### src/rtl/core/miller_rabin_prime_test_defines.svh
// Assertion macros shared by the Miller-Rabin test block.
`ifndef MILLER_RABIN_PRIME_TEST_DEFINES_SVH
`define MILLER_RABIN_PRIME_TEST_DEFINES_SVH

// Same-cycle implication, sampled on clk, off while arst_n is low.
`define MRPT_ASSERT_NOW(label, ante, cons, msg) \
	label: assert property (@(posedge clk) disable iff (!arst_n) (ante) |-> (cons)) \
		else $error(msg);

// Next-cycle implication, sampled on clk, off while arst_n is low.
`define MRPT_ASSERT_NEXT(label, ante, cons, msg) \
	label: assert property (@(posedge clk) disable iff (!arst_n) (ante) |=> (cons)) \
		else $error(msg);

`endif

### src/rtl/core/mrpt_pkg.sv
// Types, widths and codes shared by the Miller-Rabin test block.
package mrpt_pkg;

	localparam int NUM_W    = 63;
	localparam int CNT_W    = $clog2(NUM_W);
	localparam int S_DATA_W = ((2 * NUM_W + 7) / 8) * 8;
	localparam int M_DATA_W = 8;

	typedef logic [NUM_W-1:0] num_t;
	typedef logic [CNT_W-1:0] cnt_t;

	typedef enum logic [3:0] {
		CMD_NOP,
		CMD_LOAD,
		CMD_RED_STEP,
		CMD_TZ_INIT,
		CMD_TZ_STEP,
		CMD_POW_INIT,
		CMD_SQ_START,
		CMD_MULA_START,
		CMD_MUL_STEP,
		CMD_WB,
		CMD_SQL_WB,
		CMD_BIT_NEXT
	} dp_cmd_t;

	typedef struct packed {
		logic n_two;
		logic n_bad;
		logic rem_zero;
		logic u_odd;
		logic mcnt_zero;
		logic bcnt_zero;
		logic e_top;
		logic x_one;
		logic x_nm1;
		logic acc_one;
		logic twos_zero;
		logic last;
	} dp_status_t;

	typedef enum logic [3:0] {
		S_IDLE,
		S_CHECK,
		S_RED,
		S_CHKA,
		S_TZ,
		S_POW,
		S_MUL,
		S_WB,
		S_POWM,
		S_POWNX,
		S_SQL,
		S_END
	} ctrl_state_t;

	typedef enum logic [1:0] {
		PH_POWSQ,
		PH_POWMUL,
		PH_SQL
	} mul_phase_t;

endpackage

### src/rtl/core/mrpt_ctrl.sv
// Controller: round sequencing, sticky composite flag and verdict register.
`include "miller_rabin_prime_test_defines.svh"

module mrpt_ctrl
	import mrpt_pkg::*;
(
	input  logic       clk,
	input  logic       arst_n,
	input  logic       s_tvalid,
	output logic       s_tready,
	output logic       m_tvalid,
	input  logic       m_tready,
	output logic       verdict,
	output dp_cmd_t    cmd,
	input  dp_status_t st
);

	ctrl_state_t state_q, state_d;
	mul_phase_t  phase_q, phase_d;
	logic        composite_q;
	logic        m_tvalid_q;
	logic        verdict_q;
	logic        round_fail;
	logic        out_load;

	always_ff @(posedge clk or negedge arst_n) begin
		if (!arst_n) begin
			state_q     <= S_IDLE;
			phase_q     <= PH_POWSQ;
			composite_q <= 1'b0;
			m_tvalid_q  <= 1'b0;
		end else begin
			state_q <= state_d;
			phase_q <= phase_d;
			if (out_load) begin
				composite_q <= 1'b0;
			end else if (round_fail) begin
				composite_q <= 1'b1;
			end
			if (out_load) begin
				m_tvalid_q <= 1'b1;
			end else if (m_tready) begin
				m_tvalid_q <= 1'b0;
			end
		end
	end

	always_ff @(posedge clk) begin
		if (out_load) begin
			verdict_q <= !composite_q;
		end
	end

	always_comb begin
		state_d    = state_q;
		phase_d    = phase_q;
		cmd        = CMD_NOP;
		round_fail = 1'b0;
		out_load   = 1'b0;
		s_tready   = 1'b0;
		unique case (state_q)
			S_IDLE: begin
				s_tready = 1'b1;
				if (s_tvalid) begin
					cmd     = CMD_LOAD;
					state_d = S_CHECK;
				end
			end
			S_CHECK: begin
				priority if (st.n_two) begin
					state_d = S_END;
				end else if (st.n_bad) begin
					round_fail = 1'b1;
					state_d    = S_END;
				end else begin
					state_d = S_RED;
				end
			end
			S_RED: begin
				cmd = CMD_RED_STEP;
				if (st.mcnt_zero) begin
					state_d = S_CHKA;
				end
			end
			S_CHKA: begin
				if (st.rem_zero) begin
					state_d = S_END;
				end else begin
					cmd     = CMD_TZ_INIT;
					state_d = S_TZ;
				end
			end
			S_TZ: begin
				if (st.u_odd) begin
					cmd     = CMD_POW_INIT;
					state_d = S_POW;
				end else begin
					cmd = CMD_TZ_STEP;
				end
			end
			S_POW: begin
				cmd     = CMD_SQ_START;
				phase_d = PH_POWSQ;
				state_d = S_MUL;
			end
			S_MUL: begin
				cmd = CMD_MUL_STEP;
				if (st.mcnt_zero) begin
					state_d = S_WB;
				end
			end
			S_WB: begin
				unique case (phase_q)
					PH_POWSQ: begin
						cmd     = CMD_WB;
						state_d = S_POWM;
					end
					PH_POWMUL: begin
						cmd     = CMD_WB;
						state_d = S_POWNX;
					end
					PH_SQL: begin
						// nontrivial square root of one
						if (st.acc_one && !st.x_one && !st.x_nm1) begin
							round_fail = 1'b1;
							state_d    = S_END;
						end else begin
							cmd     = CMD_SQL_WB;
							state_d = S_SQL;
						end
					end
					default: begin
						state_d = S_END;
					end
				endcase
			end
			S_POWM: begin
				if (st.e_top) begin
					cmd     = CMD_MULA_START;
					phase_d = PH_POWMUL;
					state_d = S_MUL;
				end else begin
					state_d = S_POWNX;
				end
			end
			S_POWNX: begin
				cmd     = CMD_BIT_NEXT;
				state_d = st.bcnt_zero ? S_SQL : S_POW;
			end
			S_SQL: begin
				if (st.twos_zero) begin
					round_fail = !st.x_one;
					state_d    = S_END;
				end else begin
					cmd     = CMD_SQ_START;
					phase_d = PH_SQL;
					state_d = S_MUL;
				end
			end
			S_END: begin
				if (!st.last) begin
					state_d = S_IDLE;
				end else if (!m_tvalid_q || m_tready) begin
					out_load = 1'b1;
					state_d  = S_IDLE;
				end
			end
			default: begin
				state_d = S_IDLE;
			end
		endcase
	end

	assign m_tvalid = m_tvalid_q;
	assign verdict  = verdict_q;

	`MRPT_ASSERT_NEXT(a_verdict_clears, out_load, m_tvalid_q && !composite_q, "verdict beat not raised or flag not cleared")
	`MRPT_ASSERT_NEXT(a_beat_drains, (m_tvalid_q && m_tready && !out_load), !m_tvalid_q, "taken verdict beat still shown")

endmodule

### config.mk
export PLATFORM = sky130hd
export DESIGN_NAME = mrpt_ctrl
export DESIGN_NICKNAME = d
export VERILOG_FILES = /design/src/rtl/core/mrpt_pkg.sv /design/src/rtl/core/mrpt_ctrl.sv
export VERILOG_INCLUDE_DIRS = /design/src /design/src/rtl/core
export SDC_FILE = /design/constraint.sdc
export NUM_CORES = 1
export LEC_CHECK = 0
export BUFFER_PORTS_ARGS = -buffer_cell sky130_fd_sc_hd__buf_2
export CORE_MARGIN = 8
export CORE_UTILIZATION = 35
export DETAILED_ROUTE_END_ITERATION = 12
export REMOVE_ABC_BUFFERS = 1
export SKIP_CTS_REPAIR_TIMING = 1
export SKIP_LAST_GASP = 1
export SLEW_MARGIN = 20
export SYNTH_ARGS = -nofsm -noshare
export SYNTH_HDL_FRONTEND = slang
export SYNTH_SLANG_ARGS = --single-unit
### constraint.sdc
create_clock -name clk -period 2.45 [get_ports clk]
set_input_delay 0.3675 -clock clk [delete_from_list [all_inputs] [get_ports clk]]
set_output_delay 0.3675 -clock clk [all_outputs]
set_load 0.02 [all_outputs]
==> reports/summary.md <==
- 7.73 µm² — mean post-synth cell area
- primary output — endpoint class of the critical path
- 811 — via count of the first global-routing pass
- 1 — Post-synth EDFFs
- 451 µV — VDD IR max
- flip-flop — kind of start point of the critical path
- 23.2% — share of cells above drive strength 1
- 9 — Yosys reg bits
- 17 — standard-cell rows
- 2 — Bufs on Longest Clock Path
- dfrtp_1 — biggest area consumer among synthesized cells
- 34 — Netlist cell types
- 4120 µm² — die footprint
- 14.4 µm — Routed WL per cell
- 495 ps — worst slack after detailed placement
- 1850 ps — Crit path arrival time
- 28.4% — sequential element share of the synthesized area
- dfrtp_1 — Most used DFF post-synth
- 0 — # diodes
- 2080 ps — Data required, critical path
- 0.399 nW — static leakage
- 64.2 µm — DIE WIDTH
- dfrtp_1 (25%), a21oi_1 (8.0%), nand2b_1 (6.2%) — top cells by area in the synthesized netlist
- input pin to flip-flop — path type of the worst min-delay path
- 42.4% — final cell utilization of the core
- 9 — clock net sink count
- 5.60 — Vias per Instance
- 812 µm² — netlist area before placement
- 1.07 mW — total power draw
- 2220 ps — shortest clock period the worst path allows after layout
- 4 — drt first pass iters
- 88.9% — Post-synth ARST share
- 0 — final max-slew violation count
- 60.0% — slew margin rel.
- 90.6% — ratio of final minimum period to clock period
- 0 — count of yosys warnings during synthesis
- 0.819 — RD Place Congestion
- 0 — final number of hold-violating endpoints
- 64.2 µm — vertical die dimension
- 20 — worst-path fanout max
- 857 — via count of the routed design
- 15.4% — Syn-to-layout area delta
- 250 ps — clock latency at the later pin of the worst-skew pair
- complete, no violations — result of the run
- 0 — overflow left after global routing
- 22 — total of buffers placed on input and output ports
- 1 — # H-tree levels
- done — TritonCTS clock tree
- 1700 µm — sum of net half-perimeters after detailed placement
- 2210 µm² — core outline area
- false — setup repair after global routing missed its margin
- 1140 nW/µm² — power density cells
- 105 — cells after synthesis
- 142 — final net count
- 50 ps — clock transition time at the flip-flop clock pins of the worst setup and hold paths
- 2210 µm — Total Routed Length
- 231 ps — crit path setup slack, layout
- 23 — Top Ports
- 148 — placed cells
- 0 — antenna violations before repair
- 10.6% — overall routing resource usage
- 0 — number of routed nets with antenna violations
- 23 — pin count of the biggest net entering global routing
- clkbuf_4 — clock root buffer
- 24.7% — top-area cell type share of the netlist area
- 3.24 ps — setup skew after layout
- 0 — DRC viols
- flip-flop to primary output — classification of the worst setup path
- 153 — non-filler instance count after layout
- 0 ps — accumulated negative setup slack
- 3670 µm — wire length of the first global-routing pass
- 601 ps — worst-margin pin slew
- 57 — drt initial violations
- 451 MHz — Peak Freq
- 0 — maximum capacitance violations
- 36.7% — initial cell density of the core
- 0 — final number of setup-violating endpoints
- 3 — number of buffers added by the clock tree synthesis step
synth_stat cells, drive strengths merged, types with 4 or more instances:
cell	number
a21oi	13
buf	8
dfrtp	8
inv	6
nand2	4
nand2b	8
nor2	10
nor3	4
o211ai	5
o21ai	8
layer usage:
layer  part of all wire [%]  track usage [%]  up-vias  wire (µm)
met5                      0                0        -          0
met4                      0             3.00        0          0
met3                    9.7             3.14        0        213
met2                     46             15.8       48       1020
met1                     44             14.5      381        974
li1                       -                -      428          -
registers in the layout, indices dropped and copies added, names as in the netlist:
signal / cells
composite_q: 1
m_tvalid: 1
phase_q: 2
state_q: 4
verdict: 1
through the flow:
| stage | hold slack (ps) | cell area, µm² |
|---|---|---|
| after floorplan | 71.9 | 748 |
| after global placement | 216 | 901 |
| after detailed placement | 220 | 901 |
| after CTS | -61.1 | 927 |
| after global routing | 332 | 937 |
| final | 320 | 937 |
critical path, cell delays in order (launching register included):
cell and delay, ps:
dfrtp_1 720, nand2b_1 230, nor3_1 250, nand2b_1 120, o211ai_1 90, buf_2 190
worst paths after layout:
path	from	slack (ps)	cells after the start	endpoint
max reg2reg	state_q[3]	710	4	phase_q[0]
min reg2reg	composite_q	540	1	verdict
max	state_q[2]	230	5	cmd[3]
max in group asynchronous	arst_n	1810	2	m_tvalid
min in group asynchronous	arst_n	480	2	composite_q
min	m_tready	320	2	m_tvalid
area by class of cell:
class	count	area [µm²]
clock buffer	4	26.3
fill	236	1270
inverter	6	22.5
multi-input combinational	82	495
sequential	9	230
tap	28	35.0
timing repair buffer	24	128
layout by cell type, fill, tap and decap left out, types with 3 or more instances in the layout:
| cell type | Yosys | layout |
|---|---|---|
| a21oi_1 | 13 | 13 |
| a32oi_1 | 3 | 3 |
| buf_2 | 3 | 22 |
| clkbuf_4 | 0 | 3 |
| dfrtp_1 | 8 | 8 |
| inv_1 | 6 | 6 |
| nand2_1 | 4 | 4 |
| nand2b_1 | 8 | 8 |
| nand3_1 | 3 | 3 |
| nor2_1 | 10 | 10 |
| nor2b_1 | 3 | 3 |
| nor3_1 | 4 | 4 |
| nor4_1 | 3 | 3 |
| o211ai_1 | 5 | 5 |
| o21ai_0 | 7 | 7 |
kinds of logic (layout without fill, tap and decap cells):
family                 Yosys count  in the layout  share of synthesized area [%]
AND/OR/NAND/NOR                 44             44                           30.7
AO/OA/AOI/OAI                   36             36                           27.7
buffers and inverters           14             34                           10.6
flip-flops                       9              9                           28.4
multiplexers                     2              2                           2.62
power by group:
group	internal, mW	total [mW]	switching, mW
Clock	0.0625	0.110	0.0474
Sequential	0.206	0.378	0.171
Combinational	0.256	0.578	0.322
Total	0.525	1.07	0.541
Power figures use the tool's default switching activity.
